File: src/rtl/core/hift_pkg.sv
// hift_pkg: shared types, codes and constants of the header index flow tracker
// depends on nothing
`default_nettype none
package hift_pkg;
	localparam int MaxFlowsDefault = 256;
	localparam logic [7:0] StaticEntriesReset = 8'd61;

	localparam logic [2:0] KIND_STATIC = 3'd0;
	localparam logic [2:0] KIND_DYN    = 3'd1;
	localparam logic [2:0] KIND_INC    = 3'd2;
	localparam logic [2:0] KIND_SKIP   = 3'd3;

	localparam logic [2:0] ST_OK         = 3'd0;
	localparam logic [2:0] ST_FEW        = 3'd1;
	localparam logic [2:0] ST_NOT_TWO    = 3'd2;
	localparam logic [2:0] ST_FIRST_BAD  = 3'd3;
	localparam logic [2:0] ST_SECOND_BAD = 3'd4;
	localparam logic [2:0] ST_FULL       = 3'd5;

	typedef struct packed {
		logic [7:0]  header_count;
		logic [2:0]  kind_0;
		logic [15:0] index_0;
		logic [2:0]  kind_1;
		logic [15:0] index_1;
		logic [2:0]  kind_2;
		logic [15:0] index_2;
		logic [2:0]  kind_3;
		logic [15:0] index_3;
		logic [7:0]  extra_inserts;
	} hdr_item_t;

	typedef struct packed {
		logic [7:0] flow_id;
		logic       is_new;
		logic [2:0] status;
	} flow_res_t;

	// classified job handed from front to back
	typedef struct packed {
		logic [2:0]  err;      // ST_OK when a lookup is needed
		logic [1:0]  shift;
		logic [31:0] key_a;    // live indices, offset not yet removed
		logic [31:0] key_b;
		logic [7:0]  extra;    // inserts after the lookup
	} flow_job_t;
endpackage
`default_nettype wire

File: src/rtl/core/hift_front.sv
// hift_front: classifies one header block into a lookup job, one-entry queue out
// depends on hift_pkg
`default_nettype none
module hift_front import hift_pkg::*; (
	input  wire logic        clk,
	input  wire logic        arst_n,
	input  wire logic [7:0]  static_entries,
	input  wire logic        in_valid,
	output logic             in_ready,
	input  wire hdr_item_t   item,
	output logic             job_valid,
	input  wire logic        job_ready,
	output flow_job_t        job
);
	logic      full_q;
	flow_job_t job_q;
	flow_job_t job_c;
	logic [2:0]  kinds [4];
	logic [15:0] idxs [4];
	logic [2:0]  k0, k1;
	logic [15:0] i0, i1;
	logic [2:0]  nrel;
	logic        rel;
	logic [31:0] s32;

	assign kinds[0] = item.kind_0; assign idxs[0] = item.index_0;
	assign kinds[1] = item.kind_1; assign idxs[1] = item.index_1;
	assign kinds[2] = item.kind_2; assign idxs[2] = item.index_2;
	assign kinds[3] = item.kind_3; assign idxs[3] = item.index_3;
	assign s32 = {24'd0, static_entries};

	always_comb begin
		nrel = 3'd0; k0 = KIND_STATIC; k1 = KIND_STATIC; i0 = '0; i1 = '0;
		for (int k = 0; k < 4; k++) begin
			rel = (kinds[k] != KIND_STATIC) && (kinds[k] != KIND_SKIP);
			if (rel) begin
				if (nrel == 3'd0) begin k0 = kinds[k]; i0 = idxs[k]; end
				else if (nrel == 3'd1) begin k1 = kinds[k]; i1 = idxs[k]; end
				nrel = nrel + 3'd1;
			end
		end
		job_c.err   = ST_OK;
		job_c.shift = 2'd0;
		job_c.key_a = {16'd0, i0};
		job_c.key_b = {16'd0, i1};
		job_c.extra = (item.header_count > 8'd4) ? item.extra_inserts : 8'd0;
		priority if (item.header_count < 8'd4) job_c.err = ST_FEW;
		else if (nrel != 3'd2) job_c.err = ST_NOT_TWO;
		else if (k0 != KIND_DYN && k0 != KIND_INC) job_c.err = ST_FIRST_BAD;
		else if (k1 != KIND_DYN && k1 != KIND_INC) job_c.err = ST_SECOND_BAD;
		else if (k0 == KIND_DYN && k1 == KIND_DYN) job_c.shift = 2'd0;
		else if (k0 == KIND_DYN) begin
			job_c.shift = 2'd1; job_c.key_a = {16'd0, i0} + 32'd1; job_c.key_b = s32 + 32'd1;
		end else if (k1 == KIND_DYN) begin
			job_c.shift = 2'd1; job_c.key_a = s32 + 32'd1;
		end else begin
			job_c.shift = 2'd2; job_c.key_a = s32 + 32'd2; job_c.key_b = s32 + 32'd1;
		end
	end

	assign in_ready  = !full_q || job_ready;
	assign job_valid = full_q;
	assign job       = job_q;

	always_ff @(posedge clk or negedge arst_n) begin
		if (!arst_n) full_q <= 1'b0;
		else if (in_valid && in_ready) full_q <= 1'b1;
		else if (job_ready) full_q <= 1'b0;
	end
	always_ff @(posedge clk) begin
		if (in_valid && in_ready) job_q <= job_c;
	end
endmodule
`default_nettype wire

File: config.mk
export PLATFORM = sky130hd
export DESIGN_NAME = hift_front
export DESIGN_NICKNAME = d
export VERILOG_FILES = /design/src/rtl/core/hift_pkg.sv /design/src/rtl/core/hift_front.sv
export SDC_FILE = /design/constraint.sdc
export NUM_CORES = 1
export LEC_CHECK = 0
export BUFFER_PORTS_ARGS = -buffer_cell sky130_fd_sc_hd__buf_4
export CAP_MARGIN = 20
export CELL_PAD_IN_SITES_DETAIL_PLACEMENT = 0
export CELL_PAD_IN_SITES_GLOBAL_PLACEMENT = 1
export CORE_MARGIN = 5
export CORE_UTILIZATION = 38
export CTS_CLUSTER_SIZE = 10
export DETAILED_ROUTE_END_ITERATION = 8
export PLACE_DENSITY = 0.94
export SKIP_CTS_REPAIR_TIMING = 1
export SYNTH_ARGS = -nofsm -noshare
export SYNTH_HDL_FRONTEND = slang
export SYNTH_SLANG_ARGS = --single-unit
File: constraint.sdc
create_clock -name clk -period 3.9 [get_ports clk]
set_input_delay 0.39 -clock clk [delete_from_list [all_inputs] [get_ports clk]]
set_output_delay 0.39 -clock clk [all_outputs]
set_load 0.005 [all_outputs]
==> Word-level counts from Yosys, hierarchy flattened <==
Cells that the tools add are included.
{ "totals": {"regBits": 78, "in_bits": 104, "out_inout_bits": 79} }
{ "classes": {"n_eq_ne": 14, "muxes": 49, "add_sub_neg": 6, "n_reduce_logical": 21, "n_lt_le_gt_ge": 2} }
{ "ops": {"columns": ["op", "count"], "rows": [
  ["16-bit 2-to-1 mux", 17],
  ["48-bit 2-to-1 mux", 5],
  ["65-bit 2-to-1 mux", 1],
  ["3-bit 2-to-1 mux", 20],
  ["34-bit 2-to-1 mux", 1],
  ["3-bit by 2-bit != test with 1-bit output, second input constant", 7],
  ["16-bit by 1-bit adder with 17-bit output, second input constant", 1],
  ["3-bit by 1-bit == test with 1-bit output, second input constant", 5],
  ["3-bit nonzero test", 4],
  ["3-bit by 1-bit adder with 3-bit output, second input constant", 3],
  ["8-bit by 1-bit adder with 9-bit output, second input constant", 1],
  ["8-bit by 2-bit adder with 9-bit output, second input constant", 1],
  ["3-bit logical NOT", 3],
  ["8-bit by 3-bit > comparator with 1-bit output, second input constant", 1],
  ["1-bit logical AND", 8],
  ["8-bit by 3-bit less-than comparator with 1-bit output, second input constant", 1],
  ["3-bit by 1-bit != test with 1-bit output, second input constant", 2],
  ["6-bit OR reduction", 1],
  ["5-bit OR reduction", 1],
  ["2-bit 2-to-1 mux", 2],
  ["1-bit 2-to-1 mux", 3],
  ["3-bit OR reduction", 1],
  ["2-bit nonzero test", 1],
  ["1-bit logical NOT", 1],
  ["1-bit logical OR", 1]
]} }

==> Logic depth before layout (Yosys ltp) <==
{ "logic_depth": {"word_depth": 21, "mapped_depth": 19} }

==> Least setup slack after synthesis <==
No wires, ideal clock.
{ "synth_path": {"path_type": "in2reg", "startpoint": "input port item[62] (netlist name)", "endpoint": "register job_q, in the netlist job[51], data pin", "setup_time_ns": 0.146, "t_required_ns": 3.754, "t_arrival_ns": 3.583, "slack_ns": 0.170, "n_path_buf": 2, "stages": 16, "cell_sequence": "xor2_1 > buf_4 > nor2_1 > inv_1 > ha_1 > xnor2_1 > inv_1 > ha_1 > o21ai_0 > clkbuf_1 > o22ai_1 > a2bb2oi_1 > nor4_4 > nand4_4 > or4_1 > a21oi_1"} }
{ "synth_lines": {"columns": ["element", "line", "rtl"], "rows": [
  ["start: declaration", "hift_front.sv:10", "input wire hdr_item_t item,"],
  ["end signal: assignment", "hift_front.sv:71", "if (in_valid && in_ready) job_q <= job_c;"],
  ["end: declaration", "hift_front.sv:16", "flow_job_t job_q;"]
]} }

==> results.txt <==
The initial core utilization is 38.3%. The number of nets at the end of the flow is 755. Measured on the finished design, the core utilization comes to 51.1%.

The total grt overflow came out at 0. The sequential share of power is 36.7%. The wire length of the first global-routing pass is 22.9 mm. The clock tree from TritonCTS is done. The final instance count without filler cells came out at 785. During synthesis, Yosys emitted a total of 0 warnings. For the worst-skew pair, the clock arrives at the later sink with an insertion delay of 0.29 ns.

The run finished with clean final reports. The data arrival time at the worst-slack endpoint came out at 3.61 ns. The slew of the pin with the lowest slew margin is 1.05 ns. For this run, the detailed router's first-pass iteration total came to 6.

The number of routed nets with antenna violations is 0. The count of routing violations after the opening detailed-route iteration came out at 421. The final RePlAce weighted congestion came out at 1.05. The via count came out at 4,668. The switching power summed over all nets came out at 0.000562 W.

The worst hold-check path type is input pin to flip-flop. The pre-CTS setup slack is 0.0174 ns. The area of the mapped netlist is 4320 um^2. The level count of the clock H-tree is 2. STA classifies the critical path startpoint as an input pin. Max-cap violations in this run came to 0. The most critical setup path has its startpoint at item[81].

The worst path setup slack after routing came out at 0.284 ns. The internal power summed over all cells came out at 0.00117 W. The final number of max-transition violations came out at 0. The number of antenna violations at the first check in global routing was 0. The maximum fanout encountered on the critical timing path is 12. The floorplan step defined a core boundary enclosing 11,300 um^2. The gate count after technology mapping came out at 480. The via count of the first global-routing pass came out at 4,488. CTS saw 47 sinks. The clock tree root driver cell is sky130_fd_sc_hd__clkbuf_16. The I/O pin total came out at 183. The achievable clock frequency is 0.277 GHz.

Among all flip-flop cells after synthesis, the most frequent one is sky130_fd_sc_hd__edfxtp_1. For this design the static power due to leakage is 2.35 nW. The clock network accounts for 23.4% of the total power. Entering global routing, the biggest net connects 47 pins. The mean routed wirelength per cell is 19.2 um. The half-perimeter wire length after detailed placement came out at 11.9 mm.

The critical path ends at job[46]. The x dimension of the die came out at 117 um. The remaining routing DRC violations is 0. The worst slew margin relative to its limit came out at 29.9%. Across the routed clock network, the largest skew measured is 0.00715 ns. The required time reported for the critical path endpoint is 3.89 ns.

The net switching share of the total power is 32.5%. The maximum clock insertion buffer count is 2. The instance count after placement with tap cells included came out at 776.

Row generation in the floorplan step produced 39 rows. The height of the die came out at 117 um. The endpoint identified for the worst register-to-register timing path is job[46].

The worst vdd rail ir drop came out at 0.000170 V. The count of endpoints failing setup in the final report is 0. Dividing total power by cell area gives a power density of 300 nW/um^2. The diode insertion count for antenna repair came out at 0. The number of synthesized register bits is 47. The fraction of final layout cells with drive strength greater than 1 came out at 33.6%. The final worst-path cycle share came out at 92.7%. The post-route worst hold slack came out at 0.303 ns. Setup repair after global routing could not meet its margin everywhere. The number of hold violations in the final report came out at 0. Averaged over all synthesized cells, the footprint is 9.00 um^2. Counting cells, the worst reg-to-reg path comes to 2.

The count of flip-flops with a built-in enable after synthesis came out at 46. The count of buffers inserted at the top-level ports is 151. The register-to-register path setup slack is 2.15 ns. After synthesis, flip-flops and latches occupy 32.6% of the total area. The library cell used most frequently in the layout, excluding fill and tap cells, is sky130_fd_sc_hd__buf_4. The minimum clock period after layout is 3.62 ns. The type of the worst setup path is input pin to flip-flop. The number of different library cells in the post-synthesis netlist is 72. The final total power is 0.00173 W.

The full die area came out at 13,600 um^2. From synthesis to final layout, the design area changed by 33.5%. The clock buffer count from CTS came out at 5. The worst setup path is captured at a flip-flop.

The hold path depth is 2. Combinational logic is responsible for 39.9% of the overall power. Dividing the detail-routed via count by the number of cells gives 5.95. The share of async-settable or async-resettable flops after synthesis is 2.13%. Clock-pin slew was measured on the worst setup and hold paths at 0.06 ns. The startpoint identified for the worst register-to-register timing path is job_valid. The library cells used most frequently in the layout, excluding fill and tap cells, are sky130_fd_sc_hd__buf_4 (183), sky130_fd_sc_hd__edfxtp_1 (46), sky130_fd_sc_hd__o21ai_0 (38), sky130_fd_sc_hd__nor2_1 (34), sky130_fd_sc_hd__conb_1 (31). The overall routed net length is 15.1 mm. The combined global-route utilization of all metal layers came out at 21.1%.
logic make-up (layout without fill, tap and decap cells):
| kind of cell | after synthesis | after routing | synth area share (%) |
|---|---|---|---|
| xor gates and xnor gates | 20 | 20 | 4.40 |
| muxes | 11 | 11 | 2.69 |
| other | 1 | 31 | 0.0868 |
| AOI/OAI and AO/OA | 166 | 166 | 28.4 |
| buffers and inverters | 79 | 211 | 10.7 |
| adders and majority gates | 10 | 10 | 2.90 |
| and+or+nand+nor | 146 | 146 | 18.3 |
| DFF | 47 | 47 | 32.6 |
through the flow:
stage / cell area (um^2) / setup TNS [ns]
after floorplan: 4430 / 0
after global placement: 5600 / 0
after detailed placement: 5600 / 0
after CTS: 5740 / 0
after global routing: 5760 / -0.00331
final: 5760 / 0
routing by layer:
metal  part of all wire, %  vias up  track usage (%)
met2                    48      330             35.7
met3                    11       47             3.78
li1                      -     2113                -
met1                    38     2178             27.1
met4                   3.2        0             7.57
met5                     0        -                0
worst min path at each step:
stage,startpoint,end
after detailed placement,arst_n,job_valid
after global placement,arst_n,job_valid
after global routing,in_valid,job_valid
final,in_valid,job_valid
after CTS,arst_n,job_valid
after floorplan,arst_n,job_valid
power by group through the flow:
| stage | clock [W] | sequential (W) | combinational (W) |
|---|---|---|---|
| global route | 0.000428 | 0.000638 | 0.000744 |
| CTS | 0.000404 | 0.000636 | 0.000671 |
| detailed placement | 0 | 0.000646 | 0.000668 |
| finish | 0.000405 | 0.000635 | 0.000690 |
| floorplan | 0 | 0.000650 | 0.000386 |
| global placement | 0 | 0.000645 | 0.000656 |
sequential cells by signal (all words and copies together), names as in the netlist:
signal     count
job           46
job_valid      1
Yosys cell counts, types with 4 or more instances:
master,count,area share [%]
sky130_fd_sc_hd__edfxtp_1,46,32
sky130_fd_sc_hd__o21ai_0,38,4.4
sky130_fd_sc_hd__buf_4,37,6.4
sky130_fd_sc_hd__nor2_1,36,3.1
sky130_fd_sc_hd__nand2_1,30,2.6
sky130_fd_sc_hd__nor3_1,22,2.6
sky130_fd_sc_hd__a221oi_1,17,3.4
sky130_fd_sc_hd__inv_1,17,1.5
sky130_fd_sc_hd__a211oi_1,13,2.3
sky130_fd_sc_hd__a21oi_1,13,1.5
sky130_fd_sc_hd__clkbuf_1,13,1.1
sky130_fd_sc_hd__xnor2_1,12,2.4
sky130_fd_sc_hd__and2_1,11,1.6
sky130_fd_sc_hd__a221o_1,10,2.3
sky130_fd_sc_hd__a31oi_1,10,1.4
sky130_fd_sc_hd__ha_1,10,2.9
sky130_fd_sc_hd__nand2b_1,9,1.3
sky130_fd_sc_hd__o2111ai_1,9,1.8
sky130_fd_sc_hd__buf_2,8,0.93
sky130_fd_sc_hd__o22ai_1,7,1.0
sky130_fd_sc_hd__mux2i_1,6,1.4
sky130_fd_sc_hd__o31ai_1,6,1.0
sky130_fd_sc_hd__xor2_1,6,1.2
sky130_fd_sc_hd__a2bb2oi_1,5,1.0
sky130_fd_sc_hd__mux2_2,5,1.3
sky130_fd_sc_hd__nand3_1,5,0.58
sky130_fd_sc_hd__o31a_1,5,1.0
sky130_fd_sc_hd__or4_1,5,0.87
sky130_fd_sc_hd__a31oi_2,4,1.2
sky130_fd_sc_hd__nor4_1,4,0.58
sky130_fd_sc_hd__or3_1,4,0.58
cell type report:
cell class,instances,area [um^2]
clock buffer,6,129
clock inverter,2,7.51
fill,1008,5510
inverter,19,71.3
multi-input combinational,384,2590
sequential,47,1410
tap,143,179
timing repair buffer,184,1380
critical path: stages:
cell and delay, ns:
sky130_fd_sc_hd__buf_4 0.13, sky130_fd_sc_hd__xnor2_1 0.21, sky130_fd_sc_hd__nand2_1 0.14, sky130_fd_sc_hd__ha_1 0.34
sky130_fd_sc_hd__xnor2_1 0.30, sky130_fd_sc_hd__ha_1 0.28, sky130_fd_sc_hd__nor2_1 0.13, sky130_fd_sc_hd__o2111ai_1 0.12
sky130_fd_sc_hd__a21oi_1 0.19, sky130_fd_sc_hd__o31ai_1 0.16, sky130_fd_sc_hd__a211o_1 0.36, sky130_fd_sc_hd__a211oi_4 0.45
sky130_fd_sc_hd__buf_4 0.23, sky130_fd_sc_hd__o221ai_1 0.15
Power figures use the tool's default switching activity.
